--- src/rtl/core/tmf_pkg.sv ---
package tmf_pkg;

    localparam int PIX_W      = 8;
    localparam int DIM_W      = 10;
    localparam int SUM_W      = 12;
    localparam int QUO_W      = 11;
    localparam int CFG_IDX_W  = 2;
    localparam int MAX_HEIGHT = 512;

    localparam logic [CFG_IDX_W-1:0] CFG_WIDTH  = 2'd0;
    localparam logic [CFG_IDX_W-1:0] CFG_HEIGHT = 2'd1;
    localparam logic [CFG_IDX_W-1:0] CFG_TRIM   = 2'd2;

    localparam int RECIP_SHIFT = 17;
    localparam int PROD_W      = SUM_W + 16;
    localparam logic [15:0] RECIP3 = 16'd43691;
    localparam logic [15:0] RECIP7 = 16'd18725;
    localparam logic [15:0] RECIP9 = 16'd14564;

    typedef logic [8:0][PIX_W-1:0] window_t;

    typedef struct packed {
        logic top;
        logic bottom;
        logic left;
        logic right;
    } border_flags_t;

    typedef struct packed {
        logic [SUM_W-1:0] sum;
        logic [PIX_W-1:0] lo;
        logic [PIX_W-1:0] hi;
        logic             border;
        logic             corner;
        logic             last;
    } stats_t;

    function automatic logic [QUO_W-1:0] recip_div(input logic [SUM_W-1:0] x,
                                                   input logic [15:0] recip);
        logic [PROD_W-1:0] p;
        p = PROD_W'(x) * PROD_W'(recip);
        return p[RECIP_SHIFT +: QUO_W];
    endfunction

    function automatic logic [QUO_W-1:0] div3(input logic [SUM_W-1:0] x);
        return recip_div(x, RECIP3);
    endfunction

    function automatic logic [QUO_W-1:0] div7(input logic [SUM_W-1:0] x);
        return recip_div(x, RECIP7);
    endfunction

    function automatic logic [QUO_W-1:0] div9(input logic [SUM_W-1:0] x);
        return recip_div(x, RECIP9);
    endfunction

endpackage

--- src/rtl/core/tmf_divider.sv ---
module tmf_divider (
    input  logic                      clk,
    input  logic                      rst_n,
    input  logic                      trimmed,
    input  logic                      in_valid,
    output logic                      in_ready,
    input  tmf_pkg::stats_t           in_stats,
    output logic                      out_valid,
    input  logic                      out_ready,
    output logic [tmf_pkg::PIX_W-1:0] out_pixel,
    output logic                      out_last
);

    import tmf_pkg::*;

    logic             a_valid_reg;
    stats_t           a_stats_reg;
    logic             b_valid_reg;
    logic [SUM_W-1:0] b_sum_reg;
    logic [PIX_W-1:0] b_mean_reg;
    logic [PIX_W-1:0] b_inner_reg;
    logic             b_border_reg;
    logic             b_corner_reg;
    logic             b_last_reg;
    logic             c_valid_reg;
    logic [PIX_W-1:0] c_pixel_reg;
    logic             c_last_reg;

    logic             a_ready;
    logic             b_ready;
    logic             c_ready;
    logic [PIX_W-1:0] mean_next;
    logic [PIX_W-1:0] inner_next;
    logic [SUM_W-1:0] trim_sum;
    logic [SUM_W-1:0] padded_sum;
    logic [SUM_W-1:0] mean_ext;
    logic [PIX_W-1:0] pixel_next;

    assign c_ready  = !c_valid_reg || out_ready;
    assign b_ready  = !b_valid_reg || c_ready;
    assign a_ready  = !a_valid_reg || b_ready;
    assign in_ready = a_ready;

    // mean over the in-image neighbours: four at a corner, six along a side
    always_comb
    begin
        trim_sum = a_stats_reg.sum - SUM_W'(a_stats_reg.lo) - SUM_W'(a_stats_reg.hi);
        if (a_stats_reg.corner)
        begin
            mean_next = PIX_W'(a_stats_reg.sum >> 2);
        end
        else
        begin
            mean_next = PIX_W'(div3(a_stats_reg.sum >> 1));
        end
        if (trimmed)
        begin
            inner_next = PIX_W'(div7(trim_sum));
        end
        else
        begin
            inner_next = PIX_W'(div9(a_stats_reg.sum));
        end
    end

    // fill missing neighbours with the mean and divide by nine at the border
    always_comb
    begin
        mean_ext = SUM_W'(b_mean_reg);
        if (b_corner_reg)
        begin
            padded_sum = b_sum_reg + (mean_ext << 2) + mean_ext;
        end
        else
        begin
            padded_sum = b_sum_reg + (mean_ext << 1) + mean_ext;
        end
        if (b_border_reg)
        begin
            pixel_next = PIX_W'(div9(padded_sum));
        end
        else
        begin
            pixel_next = b_inner_reg;
        end
    end

    always_ff @(posedge clk or negedge rst_n)
    begin
        if (!rst_n)
        begin
            a_valid_reg <= 1'b0;
            b_valid_reg <= 1'b0;
            c_valid_reg <= 1'b0;
        end
        else
        begin
            if (a_ready)
            begin
                a_valid_reg <= in_valid;
            end
            if (b_ready)
            begin
                b_valid_reg <= a_valid_reg;
            end
            if (c_ready)
            begin
                c_valid_reg <= b_valid_reg;
            end
        end
    end

    always_ff @(posedge clk)
    begin
        if (a_ready)
        begin
            a_stats_reg <= in_stats;
        end
        if (b_ready)
        begin
            b_sum_reg    <= a_stats_reg.sum;
            b_mean_reg   <= mean_next;
            b_inner_reg  <= inner_next;
            b_border_reg <= a_stats_reg.border;
            b_corner_reg <= a_stats_reg.corner;
            b_last_reg   <= a_stats_reg.last;
        end
        if (c_ready)
        begin
            c_pixel_reg <= pixel_next;
            c_last_reg  <= b_last_reg;
        end
    end

    assign out_valid = c_valid_reg;
    assign out_pixel = c_pixel_reg;
    assign out_last  = c_last_reg;

endmodule

--- config.mk ---
export PLATFORM = sky130hd
export DESIGN_NAME = tmf_divider
export DESIGN_NICKNAME = d
export VERILOG_FILES = /design/src/rtl/core/tmf_pkg.sv /design/src/rtl/core/tmf_divider.sv
export SDC_FILE = /design/constraint.sdc
export NUM_CORES = 1
export LEC_CHECK = 0
export BUFFER_PORTS_ARGS = -buffer_cell sky130_fd_sc_hd__buf_4
export CAP_MARGIN = 5
export CORE_MARGIN = 4
export CORE_UTILIZATION = 60
export DETAILED_ROUTE_END_ITERATION = 10
export GPL_TIMING_DRIVEN = 1
export PLACE_DENSITY = 0.78
export SETUP_SLACK_MARGIN = 0.1
export SLEW_MARGIN = 10
export SYNTH_ARGS = -nofsm -noshare
export SYNTH_HDL_FRONTEND = slang
export SYNTH_SLANG_ARGS = --single-unit
--- constraint.sdc ---
create_clock -name clk -period 8.9 [get_ports clk]
set_clock_uncertainty 0.2 [all_clocks]
set_input_delay 0.89 -clock clk [delete_from_list [all_inputs] [get_ports clk]]
set_output_delay 0.89 -clock clk [all_outputs]
set_load 0.005 [all_outputs]
==> impl_metrics.yaml, run 1 <==
place:
  dp.cells: 1496
  place_congestion: 0.896
  place_ws_ns: 0.929
  dp_hpwl_mm: 20.1
  port_buffers: 46
floorplan:
  die_area_mm2: 0.0230
  core.rowCount: 52
  coreArea_mm2: 0.0202
  dieWidth_um: 152
  die_h_um: 152
  start_util: 0.611
  num_io_pins: 47
final_layout:
  mostFrequentLayoutCell: "ha_1"
  antennaDiodeCount: 0
  final_cell_count_no_fill: 1512
  drive_above_1_share: 0.0709
  fill_cells: 1528
  most-common-layout-cells: "301 x ha_1, 277 x inv_1, 142 x fa_1"
  largest_register_ff_count: 31
  area_growth_pct: 8.05
  nets: 1716
synthesis:
  avgSynthCellArea_um2: 10.4
  syn_inst: 1183
  synthXorXnorAreaFrac: 0.0397
  yosysWarnings: 0
  synthSimpleGateAreaFrac: 0.0627
  synth_cell_types: 66
  yosys.area.top_type: "ha_1"
  synth_compound_area_frac: 0.0879
  synth-seq-cells: 74
  synthArstFlopShare: 0.0405
  synth_ff_type: "edfxtp_1"
  synth-edff-count: 71
  synthAdderAreaFrac: 0.535
  synth_area_leaders: "ha_1 30%, fa_1 23%, edfxtp_1 17%"
  synth_nets: 1662
  yosysSeqAreaShare: 0.179
  synth_top_family_by_area: "adder cells"
  synth_top_area_share: 0.305
  synthMuxAreaShare: 0.00962
  synth_area_mm2: 0.0124
worst_setup_path:
  path_buf_inv: 5
  path_class: "register to register"
  cp_data_required_time_ns: 8.90
  cp_slowest_cell: "or4b_1"
  worstSetupStartpointType: "register"
  crit_arrival_ns: 8.08
  crit_family: "adder cells"
  cp_common_cell: "fa_1"
  cpPeakStageDelay_ns: 0.54
  cp-end-kind: "register"
  crit_fanout: 4
hold_path:
  min_path_type: "input port to asynchronous set/reset pin"
clock_network:
  htree_num_levels: 3
  numCtsBuffers: 9
  clock_path_buffers: 2
  cts_tree: "done"
  clk_pin_slew_ns: 0.07
  cts_setup_buffers: 0
  root_buffer: "clkbuf_16"
  cts_sinks: 74
  cts_hold_buf: 0
  clock_latency_ns: 0.35
  cts.repair.resized: 0
timing:
  final-setup-viol-count: 0
  finalCriticalPeriod_ns: 8.08
  setup_ws_ns: 0.821
  slew_headroom: 0.478
  worst_pin_slew_ns: 0.783
  hold_viol_final: 0
  fmax_mhz: 124
  finalSetupTns_ns: 0
  period_share: 0.908
  rsz0062_at_grt: "false"
  drv_slew: 0
run:
  cap_violations: 0
routing:
  vias: 8222
  first_iter_violations: 307
  via_per_inst: 5.44
  drt-total-wl_mm: 23.3
  firstDrtPassIters: 5
  drc: 0
  drtAntennaViolNets: 0
  wire_per_inst_um: 15.4
global_route:
  antenna_found_initial: 0
  grt_max_degree: 34
  grt_overflow_total: 0
  grtUsageTotal: 0.223
  grt_first_pass_wirelength_mm: 40.5
  grt_pass1_vias: 8785
run_status:
  status: "finished, final reports clean"
final timing paths:
path                          startpoint            to  slack, ns  cells after the start
min                                rst_n     out_valid       0.12                      1
min reg2reg                   b_last_reg      out_last       0.23                      0
min in group clk              b_last_reg      out_last       0.23                      0
max in group asynchronous          rst_n   a_valid_reg       8.29                      1
max                        b_mean_reg[1]  out_pixel[7]       0.82                     30
max reg2reg                b_mean_reg[1]  out_pixel[7]       0.82                     30
cells by family (layout without fill, tap and decap cells):
kind of cell,after synthesis,count (layout)
simple gates,154,154
fa+ha+maj,443,443
mux,11,11
xor+xnor,56,56
flops,74,74
compound gates,160,160
buf+inv,285,344
per-stage QoR:
step / cell area [um2] / util / hold WS [ns]
floorplan: 12400 / - / 0.200
global placement: 13000 / 0.644 / 0.219
detailed placement: 13000 / 0.644 / 0.211
CTS: 13400 / 0.660 / 0.112
global route: 13400 / 0.660 / 0.118
finish: 13400 / 0.660 / 0.120
cell usage after synthesis, types with 7 or more instances:
master and count:
fa_1 142, xnor2_1 41, nand2b_1 7, ha_1 301, o21a_1 10, nand3_1 20, o21ai_0 32, edfxtp_1 71
nand4_1 8, nor2_1 29, inv_1 277, a21oi_1 42, a21o_1 22, nor3_1 15, nand2_1 41, mux2_2 7
xor2_1 15
layout make-up:
class	count	area (um2)	area share
clock buffer	9	225	0.0169
clock inverter	7	86.3	0.00647
inverter	279	1050	0.0784
multi-input combinational	824	9080	0.680
sequential	74	2210	0.165
tap	270	338	0.0253
timing repair buffer	49	368	0.0276
metal layers:
layer / track usage / routed length [um] / vias up
li1: - / - / 4076
met1: 0.285 / 10300 / 3974
met2: 0.399 / 11700 / 135
met3: 0.0277 / 686 / 37
met4: 0.0647 / 521 / 0
met5: 0 / 0 / -
Power of run 1 is not shown: default switching activity piles up to over one toggle a cycle in this logic, so the estimate is an artifact.
==> run 2: changes to the inputs <==
- BUFFER_PORTS_ARGS: -buffer_cell sky130_fd_sc_hd__buf_4 -> unset
- CORE_MARGIN: 4 -> 2
- DONT_BUFFER_PORTS: unset -> 1
- PLACE_DENSITY: 0.78 -> 0.76
==> impl_metrics.yaml, run 2 (synthesized netlist as in run 1, its figures left out) <==
clock_network:
  numCtsBuffers: 9
  cts_sinks: 74
  cts_hold_buf: 0
  clock_path_buffers: 2
  root_buffer: "clkbuf_16"
  clock_latency_ns: 0.35
  clk_pin_slew_ns: 0.06
  cts_setup_buffers: 0
  htree_num_levels: 3
  cts.repair.resized: 0
  cts_tree: "done"
worst_setup_path:
  cpPeakStageDelay_ns: 0.53
  crit_arrival_ns: 7.89
  rr_endpoint: "out_pixel[4]"
  cp_common_cell: "fa_1"
  crit_fanout: 4
  r2r_setup_slack_ns: 0.91
  cp-end-kind: "register"
  cp_data_required_time_ns: 8.80
  path_class: "register to register"
  reg2reg_depth: 30
  cp_slowest_cell: "fa_1"
  r2r_start: "b_mean_reg[1]"
  worstSetupStartpointType: "register"
floorplan:
  start_util: 0.611
  die_h_um: 148
  die_area_mm2: 0.0218
  coreArea_mm2: 0.0202
  core.rowCount: 52
  num_io_pins: 47
  dieWidth_um: 148
timing:
  final-setup-viol-count: 0
  finalCriticalPeriod_ns: 7.99
  worst_pin_slew_ns: 0.782
  drv_slew: 0
  fmax_mhz: 125
  period_share: 0.897
  finalSetupTns_ns: 0
  slew_headroom: 0.478
  rsz0062_at_grt: "false"
  hold_viol_final: 0
hold_path:
  min_path_type: "input port to asynchronous set/reset pin"
final_layout:
  antennaDiodeCount: 0
  nets: 1671
  fin_util: 0.642
  drive_above_1_share: 0.0359
  mostFrequentLayoutCell: "ha_1"
  area_growth_pct: 5.16
  most-common-layout-cells: "301 x ha_1, 277 x inv_1, 142 x fa_1"
  largest_register_ff_count: 31
routing:
  vias: 7945
  first_iter_violations: 265
  via_per_inst: 5.42
  drt-total-wl_mm: 22.6
  drc: 0
  drtAntennaViolNets: 0
  wire_per_inst_um: 15.4
  firstDrtPassIters: 5
place:
  place_congestion: 0.877
  port_buffers: 0
  dp_hpwl_mm: 19.6
run:
  cap_violations: 0
global_route:
  grt_max_degree: 34
  grt_overflow_total: 0
  grt_pass1_vias: 8542
  antenna_found_initial: 0
  grtUsageTotal: 0.229
  grt_first_pass_wirelength_mm: 39.8
run_status:
  status: "finished, final reports clean"
## run 2: changes by cell type in the layout (fill, tap and decap cells not counted), sizes merged
cell,previous run,this run
inv,281,284
bufinv,1,0
clkinv,3,1
buf,49,4
## run 2: metal layers
metal | part of all wire | global-route usage
met1 | 0.45 | 0.297
met2 | 0.49 | 0.401
met3 | 0.031 | 0.0299
met4 | 0.022 | 0.0673
met5 | 0 | 0
## run 2: worst max-delay path by stage
stage / start / to / slack [ns] / cells after the start
global placement: b_mean_reg[1] / out_pixel[7] / 1.19 / 30
detailed placement: b_mean_reg[1] / out_pixel[4] / 0.98 / 30
floorplan: b_mean_reg[1] / out_pixel[7] / 1.53 / 30
CTS: b_mean_reg[1] / out_pixel[4] / 0.94 / 30
finish: b_mean_reg[1] / out_pixel[4] / 0.91 / 30
global route: b_mean_reg[1] / out_pixel[4] / 0.29 / 30
## run 2: critical path, delay by kind of cell, from the launching register on
kind / cells / cell delay [ns]
xor+xnor: 1 / 0.11
flops: 1 / 0.50
mux: 1 / 0.26
simple gates: 3 / 0.29
compound gates: 11 / 2.31
buf+inv: 5 / 0.27
fa+ha+maj: 9 / 3.82
## run 2: through the flow
step / cell area [um2] / instances / hold WS [ns] / setup WS (ns)
2_1_floorplan: 12400 / 1183 / 0.200 / 1.53
3_3_place_gp: 12700 / 1451 / 0.218 / 1.19
3_5_place_dp: 12700 / 1451 / 0.212 / 0.984
4_1_cts: 13000 / 1467 / 0.0146 / 0.942
5_1_grt: 13000 / 1467 / 0.0134 / 0.287
6_report: 13000 / 1467 / 0.0329 / 0.912
## run 2: layout make-up
| cell class | count | area [um2] |
|---|---|---|
| Timing Repair Buffer | 4 | 30.0 |
| Fill cell | 1563 | 7240 |
| Inverter | 279 | 1050 |
| Clock inverter | 7 | 67.6 |
| Multi-Input combinational cell | 824 | 9080 |
| Sequential cell | 74 | 2210 |
| Tap cell | 270 | 338 |
| Clock buffer | 9 | 225 |
Power of run 2 is left out for the same reason.
==> run 3: changes to the inputs <==
- BUFFER_PORTS_ARGS: unset -> -buffer_cell sky130_fd_sc_hd__buf_4
- DONT_BUFFER_PORTS: 1 -> unset
- PLACE_DENSITY: 0.76 -> 0.78
- RECOVER_POWER: unset -> 25
==> impl_metrics.yaml, run 3 (synthesized netlist as in run 1, its figures left out) <==
final_layout:
  most-common-layout-cells: "301 x ha_1, 277 x inv_1, 142 x fa_1"
  mostFrequentLayoutCell: "ha_1"
  antennaDiodeCount: 0
  drive_above_1_share: 0.0676
  largest_register_ff_count: 31
  nets: 1716
  area_growth_pct: 7.88
  final_cell_count_no_fill: 1512
worst_setup_path:
  cp_slowest_cell: "fa_1"
  worstSetupStartpointType: "register"
  r2r_setup_slack_ns: 0.92
  crit_arrival_ns: 7.88
  cp_common_cell: "fa_1"
  cp-end-kind: "register"
  cpPeakStageDelay_ns: 0.53
  cp_data_required_time_ns: 8.81
  crit_fanout: 4
  path_class: "register to register"
place:
  place_ws_ns: 0.954
  port_buffers: 46
  place_congestion: 0.881
  dp_hpwl_mm: 20.1
  dp.cells: 1496
timing:
  finalSetupTns_ns: 0
  finalCriticalPeriod_ns: 7.98
  finalHoldWorstSlack_ns: 0.137
  fmax_mhz: 125
  period_share: 0.896
  drv_slew: 0
  hold_viol_final: 0
  setup_ws_ns: 0.925
  worst_pin_slew_ns: 0.944
  rsz0062_at_grt: "false"
  slew_headroom: 0.371
  final-setup-viol-count: 0
run:
  cap_violations: 0
routing:
  drc: 0
  firstDrtPassIters: 4
  wire_per_inst_um: 15.5
  via_per_inst: 5.45
  drt-total-wl_mm: 23.4
  drtAntennaViolNets: 0
  vias: 8241
  first_iter_violations: 382
clock_network:
  numCtsBuffers: 9
  cts_tree: "done"
  cts_hold_buf: 0
  htree_num_levels: 3
  clk_pin_slew_ns: 0.07
  clock_path_buffers: 2
  cts_setup_buffers: 0
  cts.repair.resized: 0
  cts_sinks: 74
  root_buffer: "clkbuf_16"
  clock_latency_ns: 0.35
global_route:
  grtUsageTotal: 0.234
  antenna_found_initial: 0
  grt_overflow_total: 0
  grt_max_degree: 34
  grt_first_pass_wirelength_mm: 40.8
  grt_pass1_vias: 8817
run_status:
  status: "finished, final reports clean"
floorplan:
  die_area_mm2: 0.0218
  die_h_um: 148
  coreArea_mm2: 0.0202
  num_io_pins: 47
  start_util: 0.611
  dieWidth_um: 148
  core.rowCount: 52
hold_path:
  min_path_type: "input port to asynchronous set/reset pin"
==> run 3: changes by cell type in the layout (fill, tap and decap cells not counted), moves of 2 or more <==
cell	before	now
buf_4	4	16
clkbuf_1	0	3
clkbuf_4	0	30
clkinv_4	0	2
inv_8	3	0
==> run 3: through the flow <==
step / utilization / instance area [um2]
6_report: 0.659 / 13300
4_1_cts: 0.659 / 13300
3_3_place_gp: 0.644 / 13000
3_5_place_dp: 0.644 / 13000
2_1_floorplan: - / 12400
5_1_grt: 0.659 / 13300
==> run 3: final timing paths <==
| kind | cells after the start | startpoint | end |
|---|---|---|---|
| setup / recovery | 30 | b_mean_reg[1] | out_pixel[4] |
| hold / removal | 1 | rst_n | a_valid_reg |
| setup reg to reg | 30 | b_mean_reg[1] | out_pixel[4] |
| hold reg to reg | 0 | a_stats_reg[2] | b_border_reg |
| max in group asynchronous | 1 | rst_n | out_valid |
| min in group clk | 0 | a_stats_reg[2] | b_border_reg |
==> run 3: final cells by class <==
class	instances	area (um2)
Sequential cell	74	2210
Clock inverter	7	76.3
Tap cell	270	338
Timing Repair Buffer	49	357
Multi-Input combinational cell	824	9080
Inverter	279	1050
Clock buffer	9	225
Fill cell	1580	6910
==> run 3: critical path, delay by kind of cell, from the launching register on <==
| kind | cells | cell delay [ns] |
|---|---|---|
| mux | 1 | 0.26 |
| xor+xnor | 1 | 0.10 |
| simple gates | 3 | 0.30 |
| buf+inv | 5 | 0.28 |
| flops | 1 | 0.50 |
| fa+ha+maj | 9 | 3.81 |
| compound gates | 11 | 2.28 |
==> run 3: per-layer routing <==
metal | global-route usage | part of all wire
met3 | 0.0333 | 0.028
met4 | 0.0654 | 0.021
met2 | 0.423 | 0.51
met5 | 0 | 0
met1 | 0.293 | 0.44
Power of run 3 is left out for the same reason.
