## config.mk

```make
export PLATFORM = sky130hd
export DESIGN_NAME = tmf_reduce
export DESIGN_NICKNAME = d
export VERILOG_FILES = /design/src/rtl/core/tmf_pkg.sv /design/src/rtl/core/tmf_reduce.sv
export SDC_FILE = /design/constraint.sdc
export NUM_CORES = 1
export LEC_CHECK = 0
export BUFFER_PORTS_ARGS = -buffer_cell sky130_fd_sc_hd__buf_4
export CORE_ASPECT_RATIO = 0.5
export CORE_MARGIN = 4
export CORE_UTILIZATION = 27
export DETAILED_ROUTE_END_ITERATION = 6
export PLACE_DENSITY = 0.45
export REMOVE_ABC_BUFFERS = 1
export SLEW_MARGIN = 20
export SYNTH_ARGS = -nofsm -noshare
export SYNTH_HDL_FRONTEND = slang
export SYNTH_SLANG_ARGS = --single-unit
```

## constraint.sdc

```tcl
create_clock -name vclk -period 63.5
set_input_delay 9.525 -clock vclk [all_inputs]
set_output_delay 9.525 -clock vclk [all_outputs]
set_load 0.01 [all_outputs]
```

## src/rtl/core/tmf_pkg.sv

```systemverilog
package tmf_pkg;

    localparam int PIX_W      = 8;
    localparam int DIM_W      = 10;
    localparam int SUM_W      = 12;
    localparam int QUO_W      = 11;
    localparam int CFG_IDX_W  = 2;
    localparam int MAX_HEIGHT = 512;

    localparam logic [CFG_IDX_W-1:0] CFG_WIDTH  = 2'd0;
    localparam logic [CFG_IDX_W-1:0] CFG_HEIGHT = 2'd1;
    localparam logic [CFG_IDX_W-1:0] CFG_TRIM   = 2'd2;

    localparam int RECIP_SHIFT = 17;
    localparam int PROD_W      = SUM_W + 16;
    localparam logic [15:0] RECIP3 = 16'd43691;
    localparam logic [15:0] RECIP7 = 16'd18725;
    localparam logic [15:0] RECIP9 = 16'd14564;

    typedef logic [8:0][PIX_W-1:0] window_t;

    typedef struct packed {
        logic top;
        logic bottom;
        logic left;
        logic right;
    } border_flags_t;

    typedef struct packed {
        logic [SUM_W-1:0] sum;
        logic [PIX_W-1:0] lo;
        logic [PIX_W-1:0] hi;
        logic             border;
        logic             corner;
        logic             last;
    } stats_t;

    function automatic logic [QUO_W-1:0] recip_div(input logic [SUM_W-1:0] x,
                                                   input logic [15:0] recip);
        logic [PROD_W-1:0] p;
        p = PROD_W'(x) * PROD_W'(recip);
        return p[RECIP_SHIFT +: QUO_W];
    endfunction

    function automatic logic [QUO_W-1:0] div3(input logic [SUM_W-1:0] x);
        return recip_div(x, RECIP3);
    endfunction

    function automatic logic [QUO_W-1:0] div7(input logic [SUM_W-1:0] x);
        return recip_div(x, RECIP7);
    endfunction

    function automatic logic [QUO_W-1:0] div9(input logic [SUM_W-1:0] x);
        return recip_div(x, RECIP9);
    endfunction

endpackage

```

## src/rtl/core/tmf_reduce.sv

```systemverilog
module tmf_reduce (
    input  tmf_pkg::window_t       win,
    input  tmf_pkg::border_flags_t flags,
    input  logic                   last,
    output tmf_pkg::stats_t        stats
);

    import tmf_pkg::*;

    logic [SUM_W-1:0] sum;
    logic [PIX_W-1:0] lo;
    logic [PIX_W-1:0] hi;
    logic             use_px;

    always_comb
    begin
        sum = '0;
        lo  = '1;
        hi  = '0;
        for (int dr = 0; dr < 3; dr++)
        begin
            for (int dc = 0; dc < 3; dc++)
            begin
                use_px = !((dr == 0) && flags.top) && !((dr == 2) && flags.bottom) &&
                         !((dc == 0) && flags.left) && !((dc == 2) && flags.right);
                if (use_px)
                begin
                    sum = sum + SUM_W'(win[dr*3+dc]);
                    if (win[dr*3+dc] < lo)
                    begin
                        lo = win[dr*3+dc];
                    end
                    if (win[dr*3+dc] > hi)
                    begin
                        hi = win[dr*3+dc];
                    end
                end
            end
        end
    end

    assign stats.sum    = sum;
    assign stats.lo     = lo;
    assign stats.hi     = hi;
    assign stats.border = flags.top | flags.bottom | flags.left | flags.right;
    assign stats.corner = (flags.top | flags.bottom) & (flags.left | flags.right);
    assign stats.last   = last;

endmodule

```

==> reports/qor.yml, run 1 <==
sta:
  slew_headroom_pct: 39.0
  finalMaxSlewViolations: 0
  finalSetupTns_ns: 0
  setup_viol: 0
  hold_ws_ns: 19.05
  min_period_over_period_pct: 57.8
  rsz0062_at_grt: "false"
  min_period_ns: 36.70
  tightest_slew_ns: 0.915
  final_hold_viol_count: 0
  clock.fmax_mhz: 27.2
die:
  start_util_pct: 27.9
  ios: 108
  rows: 45
  die_height_um: 134
  die_x_um: 261
  dieArea_um2: 35100
  core_um2: 30900
yosys:
  yosys-top-cells-area: "ha_1 (25%), a21oi_1 (7.5%), inv_1 (6.3%), nor2_1 (6.1%), mux2i_1 (5.8%)"
  postSynthCellCount: 1236
  syn_area_um2: 8630
  yosysWarnings: 0
  avgSynthCellArea_um2: 6.98
  synth_top_area_share_pct: 25.1
  yosysTopAreaCell: "ha_1"
  synth.distinct_cells: 85
  synth_seq_area_share_pct: 0
run:
  maxCapViolCount: 0
setup_path:
  cp_data_arrival_time_ns: 27.18
  crit_fanout: 31
  cp.required_ns: 53.97
  critPathKind: "input pin to output port"
  critPathLaunchType: "input pin"
  crit_top_cell: "ha_1"
  critPathMaxStageDelay_ns: 0.66
  crit_path_top_delay_cell: "nor4_2"
  endpoint_kind: "output port"
drt:
  wl_um: 30500
  routedWlPerCell_um: 17.6
  viasPerCell: 5.16
  wl_met2_um: 14300
  num_vias: 8964
  wl_met1_um: 15000
  drt_iter0_markers: 510
  remaining_drc_errors: 0
  antenna_left: 0
  firstDrtPassIters: 5
  wl_met3_um: 785
  dr.max_layer_used: "met4"
grt:
  grt_start_max_net_pins: 32
  grt_pass1_vias: 8910
  grt_overflow_total: 0
  grt_pass1_wl_um: 48100
  grt_antenna_before_repair: 0
  grtUsageTotal_pct: 16.8
layout:
  final_area_um2: 9860
  post_route_cells_drive_above_1_share_pct: 12.3
  nFlopsAndLatches: 0
  syn_to_final_growth_pct: 14.2
  antenna_cells: 0
  fin_nets: 1573
  clkbuf_count: 0
  instances_no_fill: 1736
  seqCellArea_um2: 0
place:
  routabilityCongestion: 0.872
  dpl.hpwl_um: 25800
  dp.cells: 1735
  port_buffers: 106
  postPlaceCellArea_um2: 9850
power_and_ir_drop:
  leakagePower_nw: 5.02
  irDropWorstVdd_mv: 0.0138
  power.density_nw_per_um2: 28.0
  p_total_w: 0.000276
outcome:
  status: "finished clean"
cts:
  hold_buffers: 0
  cts_resized: 0
  postCtsSetupBuffers: 0
hold_path:
  hold_path.class: "input pin to output port"
## worst max-delay path, delay by kind of cell
kind | cells | cell delay (ns)
and+or+nand+nor | 29 | 6.83
muxes | 6 | 1.92
adders and majority gates | 8 | 2.57
buffers and inverters | 6 | 1.01
AOI/OAI and AO/OA | 24 | 5.35
## final cells by class
| cell class | instances | area [um^2] |
|---|---|---|
| fill | 3354 | 21100 |
| multi-input combinational | 1056 | 7950 |
| timing repair buffer | 111 | 831 |
| inverter | 146 | 548 |
| tap | 423 | 529 |
## stage by stage
step / utilization (%) / setup slack (ns)
6_report: 31.9 / 26.80
5_1_grt: 31.9 / 25.19
4_1_cts: 31.9 / 26.97
3_5_place_dp: 31.9 / 27.01
3_3_place_gp: 31.9 / 27.49
2_1_floorplan: - / 28.71
## cells by family (layout without fill, tap and decap cells)
group / count (synthesis) / after routing / share of synthesized area, %
and+or+nand+nor: 362 / 362 / 20.5
muxes: 71 / 71 / 8.67
AOI/OAI and AO/OA: 377 / 377 / 29.1
buffers and inverters: 180 / 257 / 8.07
xor gates and xnor gates: 62 / 62 / 6.38
adders and majority gates: 184 / 184 / 27.3
## per-layer routing
| layer | GRT usage, % | up-vias |
|---|---|---|
| met5 | 0 | - |
| li1 | - | 4627 |
| met1 | 23.2 | 4153 |
| met4 | 1.88 | 0 |
| met3 | 0.490 | 20 |
| met2 | 30.1 | 164 |
## Yosys cell counts (10+ instances only)
library cell  instances
nand3_1              22
xor2_1               16
inv_1               145
nor2b_1              24
o21bai_1             23
nor3_1               15
and2_1               11
mux2i_1              50
ha_1                173
o21a_1               10
a21o_1               43
nand4_1              16
o21ai_0              61
nand2b_1             21
clkbuf_1             23
a21oi_1             130
nand2_1              67
xnor2_1              45
nor2_1              140
mux2_2               19
## where the power goes
group          switching (W)  internal [W]  total, W
clock network              0             0         0
registers                  0             0         0
logic               0.000156      0.000120  0.000276
## worst paths after layout
check | cells after the start | endpoint | slack (ns) | from
worst min-delay path | 0 | stats[0] | 19.05 | last
worst max-delay path | 73 | stats[9] | 26.80 | flags[3]
## layout by cell type, fill, tap and decap left out, types with 4 or more instances in the layout
master     netlist  layout
ha_1           173     173
o21ai_0         61      61
or3_1            8       8
o22ai_1          5       5
inv_1          145     145
a31oi_1          6       6
nand3_1         22      22
or4_1            5       5
nor3_1          15      15
nor2_1         140     139
o21bai_1        23      23
or2_2            5       5
nor4_1           9       9
o21a_1          10      10
nand4_1         16      16
mux2i_1         50      50
and2_1          11      11
xnor2_1         45      45
o21ai_1          4       4
mux2_2          19      19
o31ai_1          9       8
and3_1           6       6
buf_4            1     110
o2111ai_1        4       4
nand2b_1        21      21
a311oi_1         6       6
a2bb2oi_1        7       7
o211a_1          5       5
a2111oi_0        4       4
nand2_1         67      67
nor2b_1         24      24
fa_1             8       8
o211ai_1         8       8
a21o_1          43      43
xor2_1          16      16
a21oi_1        130     130
(Power assumes the default switching activity.)
==> inputs of run 2 (changes only) <==
--- a/config.mk
+++ b/config.mk
@@ -5,12 +5,13 @@
 export SDC_FILE = /design/constraint.sdc
 export NUM_CORES = 1
 export LEC_CHECK = 0
+export ABC_AREA = 1
 export BUFFER_PORTS_ARGS = -buffer_cell sky130_fd_sc_hd__buf_4
 export CORE_ASPECT_RATIO = 0.5
 export CORE_MARGIN = 4
 export CORE_UTILIZATION = 27
 export DETAILED_ROUTE_END_ITERATION = 6
-export PLACE_DENSITY = 0.45
+export PLACE_DENSITY = 0.46
 export REMOVE_ABC_BUFFERS = 1
 export SLEW_MARGIN = 20
 export SYNTH_ARGS = -nofsm -noshare
==> constraint.sdc (replaced) <==
create_clock -name vclk -period 38.5
set_input_delay 5.775 -clock vclk [all_inputs]
set_output_delay 5.775 -clock vclk [all_outputs]
set_load 0.01 [all_outputs]
==> run 2 against run 1 <==
Setup slack got worse by 13 ns. Synthesized cell count rose by 13%. Sequential share of layout area did not move. Largest power group unchanged.
==> reports/qor.yml, run 2 <==
power_and_ir_drop:
  leakagePower_nw: 5.03  # was 5.02 nW
  power.density_nw_per_um2: 40.6  # was 28.0 nW/um^2
  irDropWorstVdd_mv: 0.0302  # was 0.0138 mV
sta:
  tightest_slew_ns: 0.762  # was 0.915 ns
  hold_ws_ns: 11.55  # was 19.05 ns
  min_period_ns: 24.43
  finalMaxSlewViolations: 0  # unchanged
  finalSetupTns_ns: 0  # unchanged
  rsz0062_at_grt: "false"  # unchanged
  setup_viol: 0  # unchanged
  min_period_over_period_pct: 63.5
  slew_headroom_pct: 48.9  # was 39.0%
  final_hold_viol_count: 0  # unchanged
  clock.fmax_mhz: 40.9
layout:
  layout_common_cells: "nand2_1 (382), inv_1 (190), ha_1 (173)"  # was ha_1 (173), inv_1 (145), nor2_1 (139)
  final_area_um2: 9090  # was 9860 um^2
  mostFrequentLayoutCell: "nand2_1"  # was ha_1
  seqCellArea_um2: 0  # unchanged
  fin_util_pct: 32.1  # was 31.9%
  nFlopsAndLatches: 0  # unchanged
  syn_to_final_growth_pct: 14.7  # was 14.2%
  clkbuf_count: 0  # unchanged
  antenna_cells: 0  # unchanged
  post_route_cells_drive_above_1_share_pct: 10.5  # was 12.3%
  fin_nets: 1744  # was 1573
setup_path:
  crit_path_top_delay_cell: "a211oi_1"  # was nor4_2
  endpoint: "stats[16]"  # was stats[9]
  critPathKind: "input pin to output port"  # unchanged
  cp-startpoint: "flags[1]"  # was flags[3]
  cp_data_arrival_time_ns: 18.66  # was 27.18 ns
  critPathMaxStageDelay_ns: 0.53  # was 0.66 ns
  critPathLaunchType: "input pin"  # unchanged
  endpoint_kind: "output port"  # unchanged
  crit_fanout: 18  # was 31
  cp.required_ns: 32.72  # was 53.97 ns
  crit_top_cell: "o21ai_0"  # was ha_1
drt:
  wl_met2_um: 12800  # was 14300 um
  firstDrtPassIters: 5  # unchanged
  viasPerCell: 4.78  # was 5.16
  routedWlPerCell_um: 14.7  # was 17.6 um
  drt_iter0_markers: 439  # was 510
  dr.max_layer_used: "met4"  # unchanged
  wl_met3_um: 798  # was 785 um
  remaining_drc_errors: 0  # unchanged
  wl_um: 27500  # was 30500 um
  num_vias: 8916  # was 8964
  antenna_left: 0  # unchanged
  wl_met1_um: 13700  # was 15000 um
cts:
  cts_resized: 0  # unchanged
  hold_buffers: 0  # unchanged
  postCtsSetupBuffers: 0  # unchanged
yosys:
  synth_seq_area_share_pct: 0  # unchanged
  yosysMostFrequentCell: "nand2_1"  # was ha_1
  synth_top_family_by_area: "simple AND/OR/NAND/NOR gates"  # was compound AO/OA/AOI/OAI gates
  synth_commonest_cells: "nand2_1 (382), inv_1 (190), ha_1 (173)"  # was ha_1 (173), inv_1 (145), nor2_1 (140)
  synth_simple_gate_area_share_pct: 36.1  # was 20.5%
  yosys-top-cells-area: "ha_1 (27%), nand2_1 (18%), o21ai_0 (9.2%), inv_1 (9.0%), nor2_1 (7.1%)"  # was ha_1 (25%), a21oi_1 (7.5%), inv_1 (6.3%), nor2_1 (6.1%), mux2i_1 (5.8%)
  synth-compound-area-share_pct: 20.1  # was 29.1%
  yosysTopAreaCell: "ha_1"  # unchanged
  muxShareOfSynthArea_pct: 0  # was 8.67%
  syn_area_um2: 7920  # was 8630 um^2
  synth_top_area_share_pct: 27.3  # was 25.1%
  synth_fa_ha_area_share_pct: 29.3  # was 27.3%
  yosysWarnings: 0  # unchanged
  avgSynthCellArea_um2: 5.65  # was 6.98 um^2
  postSynthCellCount: 1402  # was 1236
  synth_xor_area_share_pct: 3.32  # was 6.38%
  synth.distinct_cells: 42  # was 85
grt:
  grtUsageTotal_pct: 16.3  # was 16.8%
  grt_start_max_net_pins: 25  # was 32
  grt_pass1_wl_um: 44000  # was 48100 um
  grt_pass1_vias: 8352  # was 8910
  grt_overflow_total: 0  # unchanged
  grt_antenna_before_repair: 0  # unchanged
die:
  die_x_um: 250  # was 261 um
  dieArea_um2: 32300  # was 35100 um^2
  start_util_pct: 28.0  # was 27.9%
  core_um2: 28300  # was 30900 um^2
  die_height_um: 129  # was 134 um
  ios: 108  # unchanged
  rows: 43  # was 45
hold_path:
  hold_path.class: "input pin to output port"  # unchanged
place:
  routabilityCongestion: 0.971  # was 0.872
  port_buffers: 106  # unchanged
  postPlaceCellArea_um2: 9090  # was 9850 um^2
  dpl.hpwl_um: 24200  # was 25800 um
run:
  maxCapViolCount: 0  # unchanged
outcome:
  status: "finished clean"  # unchanged
## run 2: changes by cell type in the layout (fill, tap and decap cells not counted), moves of 43 or more
cell,before,now
a21o_1,43,0
a21oi_1,130,78
inv_1,145,190
mux2i_1,50,0
nand2_1,67,382
nand3_1,22,76
o21ai_0,61,145
## run 2: logic make-up (layout without fill, tap and decap cells)
group                    count (synthesis)  count (layout)
AND/OR/NAND/NOR                        676             676
AO/OA/AOI/OAI                          290             290
buffers and inverters                  225             307
adder cells (fa/ha/maj)                181             181
XOR/XNOR                                30              30
## run 2: cell type report
type / count / area [um^2]
Inverter: 198 / 748
Multi-Input combinational cell: 1177 / 7040
Tap cell: 382 / 478
Timing Repair Buffer: 109 / 818
Fill cell: 3223 / 19200
## run 2: worst min-delay path by stage
stage | end | depth (start not counted) | from | slack, ns
4_1_cts | stats[0] | 0 | last | 11.55
2_1_floorplan | stats[0] | 0 | last | 11.55
5_1_grt | stats[0] | 0 | last | 11.55
3_5_place_dp | stats[0] | 0 | last | 11.55
3_3_place_gp | stats[0] | 0 | last | 11.55
6_report | stats[0] | 0 | last | 11.55
## run 2: routing by layer
metal	global-route usage, %	vias up
met3	0.622	17
li1	-	4800
met1	22.6	3946
met5	0	-
met2	29.7	153
met4	1.30	0
## run 2: metrics by stage
step           std cells  power (W)  setup slack (ns)
6_report            1866   0.000368             14.07
5_1_grt             1866   0.000427             12.50
4_1_cts             1866   0.000370             14.04
3_5_place_dp        1866   0.000369             14.07
3_3_place_gp        1866   0.000360             14.18
2_1_floorplan       1375   0.000259             15.93
## run 2: where the power goes
part	leakage, nW	internal [W]	switching [W]
combinational	5.03	0.000143	0.000226
clock	0	0	0
sequential	0	0	0
total	5.03	0.000143	0.000226
## run 2: worst max-delay path, delay by kind of cell
family          cells  cell delay [ns]
compound gates     26             6.13
fa+ha+maj           8             2.47
buf+inv             8             1.68
simple gates       20             2.55
==> inputs of run 3 (changes only) <==
==> constraint.sdc (replaced) <==
create_clock -name vclk -period 22.5
set_input_delay 3.375 -clock vclk [all_inputs]
set_output_delay 3.375 -clock vclk [all_outputs]
set_load 0.01 [all_outputs]
==> run 3 against run 2 <==
Global-route usage hardly changed. Routed wire length is 0.24% lower. Sequential share of layout area stayed put. Cell area stayed put. Hold slack worse by 4.8 ns. Power is 71% higher. Final cell count stayed put. Critical path depth stayed put. Critical endpoint is now stats[11]. Combinational power is 71% higher. Via count is 0.80% lower. Largest power group unchanged. Count of clock-buffer cells in the layout stayed put. First-iteration DRC count is 11% higher.
==> reports/qor.yml, run 3 (synthesis results as in run 2) <==
layout:
  post_route_cells_drive_above_1_share_pct: 10.5  # unchanged
  nFlopsAndLatches: 0  # unchanged
  mostFrequentLayoutCell: "nand2_1"  # unchanged
  layout_common_cells: "nand2_1 (382), inv_1 (190), ha_1 (173)"  # unchanged
  fillers: 3238  # was 3223
  fin_util_pct: 32.1  # unchanged
  instances_no_fill: 1866  # unchanged
  fin_nets: 1744  # unchanged
  clkbuf_count: 0  # unchanged
  syn_to_final_growth_pct: 14.7  # unchanged
  antenna_cells: 0  # unchanged
  seqCellArea_um2: 0  # unchanged
power_and_ir_drop:
  irDropWorstVdd_mv: 0.0494  # was 0.0302 mV
  clockPowerShare_pct: 0  # about the same
  p_comb_share_pct: 100.0  # about the same
  power_frac_seq_pct: 0  # about the same
  leakagePower_nw: 5.03  # unchanged
  p_total_w: 0.000629  # was 0.000368 W
  power.density_nw_per_um2: 69.2  # was 40.6 nW/um^2
  sw_frac_of_total_pct: 61.2  # was 61.3%
  p_sw_w: 0.000385  # was 0.000226 W
  power.internal_w: 0.000244  # was 0.000143 W
die:
  die_x_um: 250  # unchanged
  dieArea_um2: 32300  # unchanged
  start_util_pct: 28.0  # unchanged
  rows: 43  # unchanged
  ios: 108  # unchanged
  die_height_um: 129  # unchanged
  core_um2: 28300  # unchanged
drt:
  firstDrtPassIters: 5  # unchanged
  remaining_drc_errors: 0  # unchanged
  drt_iter0_markers: 489  # was 439
  antenna_left: 0  # unchanged
  viasPerCell: 4.74  # was 4.78
  num_vias: 8845  # was 8916
  routedWlPerCell_um: 14.7  # about the same
  wl_um: 27400  # was 27500 um
sta:
  final_hold_viol_count: 0  # unchanged
  min_period_over_period_pct: 87.4
  finalSetupTns_ns: 0  # unchanged
  clock.fmax_mhz: 50.8
  tightest_slew_ns: 0.772  # was 0.762 ns
  min_period_ns: 19.67
  slew_headroom_pct: 48.2  # was 48.9%
  setup_viol: 0  # unchanged
  finalMaxSlewViolations: 0  # unchanged
  rsz0062_at_grt: "false"  # unchanged
  fin_ws_ns: 2.83  # was 14.07 ns
setup_path:
  critPathLaunchType: "input pin"  # unchanged
  crit_top_cell: "o21ai_0"  # unchanged
  crit_path_top_delay_cell: "a211oi_1"  # unchanged
  critPathKind: "input pin to output port"  # unchanged
  path_buf_inv: 8  # unchanged
  cp.required_ns: 19.12  # was 32.72 ns
  cp_top_family: "compound AO/OA/AOI/OAI gates"  # unchanged
  cp-startpoint: "flags[1]"  # unchanged
  endpoint_kind: "output port"  # unchanged
  cp_data_arrival_time_ns: 16.30  # was 18.66 ns
  crit_fanout: 18  # unchanged
  critPathMaxStageDelay_ns: 0.58  # was 0.53 ns
grt:
  grt_pass1_vias: 8228  # was 8352
  grt_pass1_wl_um: 43800  # was 44000 um
  grt_start_max_net_pins: 25  # unchanged
  grt_antenna_before_repair: 0  # unchanged
  grtUsageTotal_pct: 16.3  # about the same
  grt_overflow_total: 0  # unchanged
run:
  maxCapViolCount: 0  # unchanged
cts:
  cts_resized: 0  # unchanged
  postCtsSetupBuffers: 0  # unchanged
  hold_buffers: 0  # unchanged
place:
  port_buffers: 106  # unchanged
  dpl.hpwl_um: 24100  # was 24200 um
  dp.cells: 1866  # unchanged
  routabilityCongestion: 0.972  # was 0.971
  post-place-ws_ns: 2.92  # was 14.07 ns
hold_path:
  hold_path_startpoint: "last"  # unchanged
  hold_path.class: "input pin to output port"  # unchanged
outcome:
  status: "finished clean"  # unchanged
## run 3: cell counts in the layout (fill, tap and decap cells not counted)
Identical to the previous run, type by type.
## run 3: routing by layer
metal | part of all wire (%) | wire length, um | GRT usage, % | vias up
li1 | - | - | - | 4791
met1 | 50 | 13700 | 22.7 | 3893
met2 | 47 | 12800 | 29.9 | 151
met3 | 2.7 | 735 | 0.421 | 10
met4 | 0.66 | 181 | 1.21 | 0
met5 | 0 | 0 | 0 | -
## run 3: worst paths after layout
path | endpoint | slack (ns) | cells after the start
max | stats[11] | 2.83 | 62
min | stats[0] | 6.75 | 0
## run 3: power by group through the flow
stage	combinational [W]	clock (W)	sequential, W
3_5_place_dp	0.000631	0	0
2_1_floorplan	0.000443	0	0
5_1_grt	0.000729	0	0
6_report	0.000629	0	0
4_1_cts	0.000633	0	0
3_3_place_gp	0.000616	0	0
## run 3: metrics by stage
stage	hold slack, ns	area [um^2]
floorplan	6.75	7790
global placement	6.75	9090
detailed placement	6.75	9090
CTS	6.75	9090
global route	6.75	9090
finish	6.75	9090
## run 3: final cells by class
cell class | count | area [um^2] | share of cell area (%)
tap | 382 | 478 | 5.26
timing repair buffer | 109 | 818 | 9.01
inverter | 198 | 748 | 8.23
multi-input combinational | 1177 | 7040 | 77.5
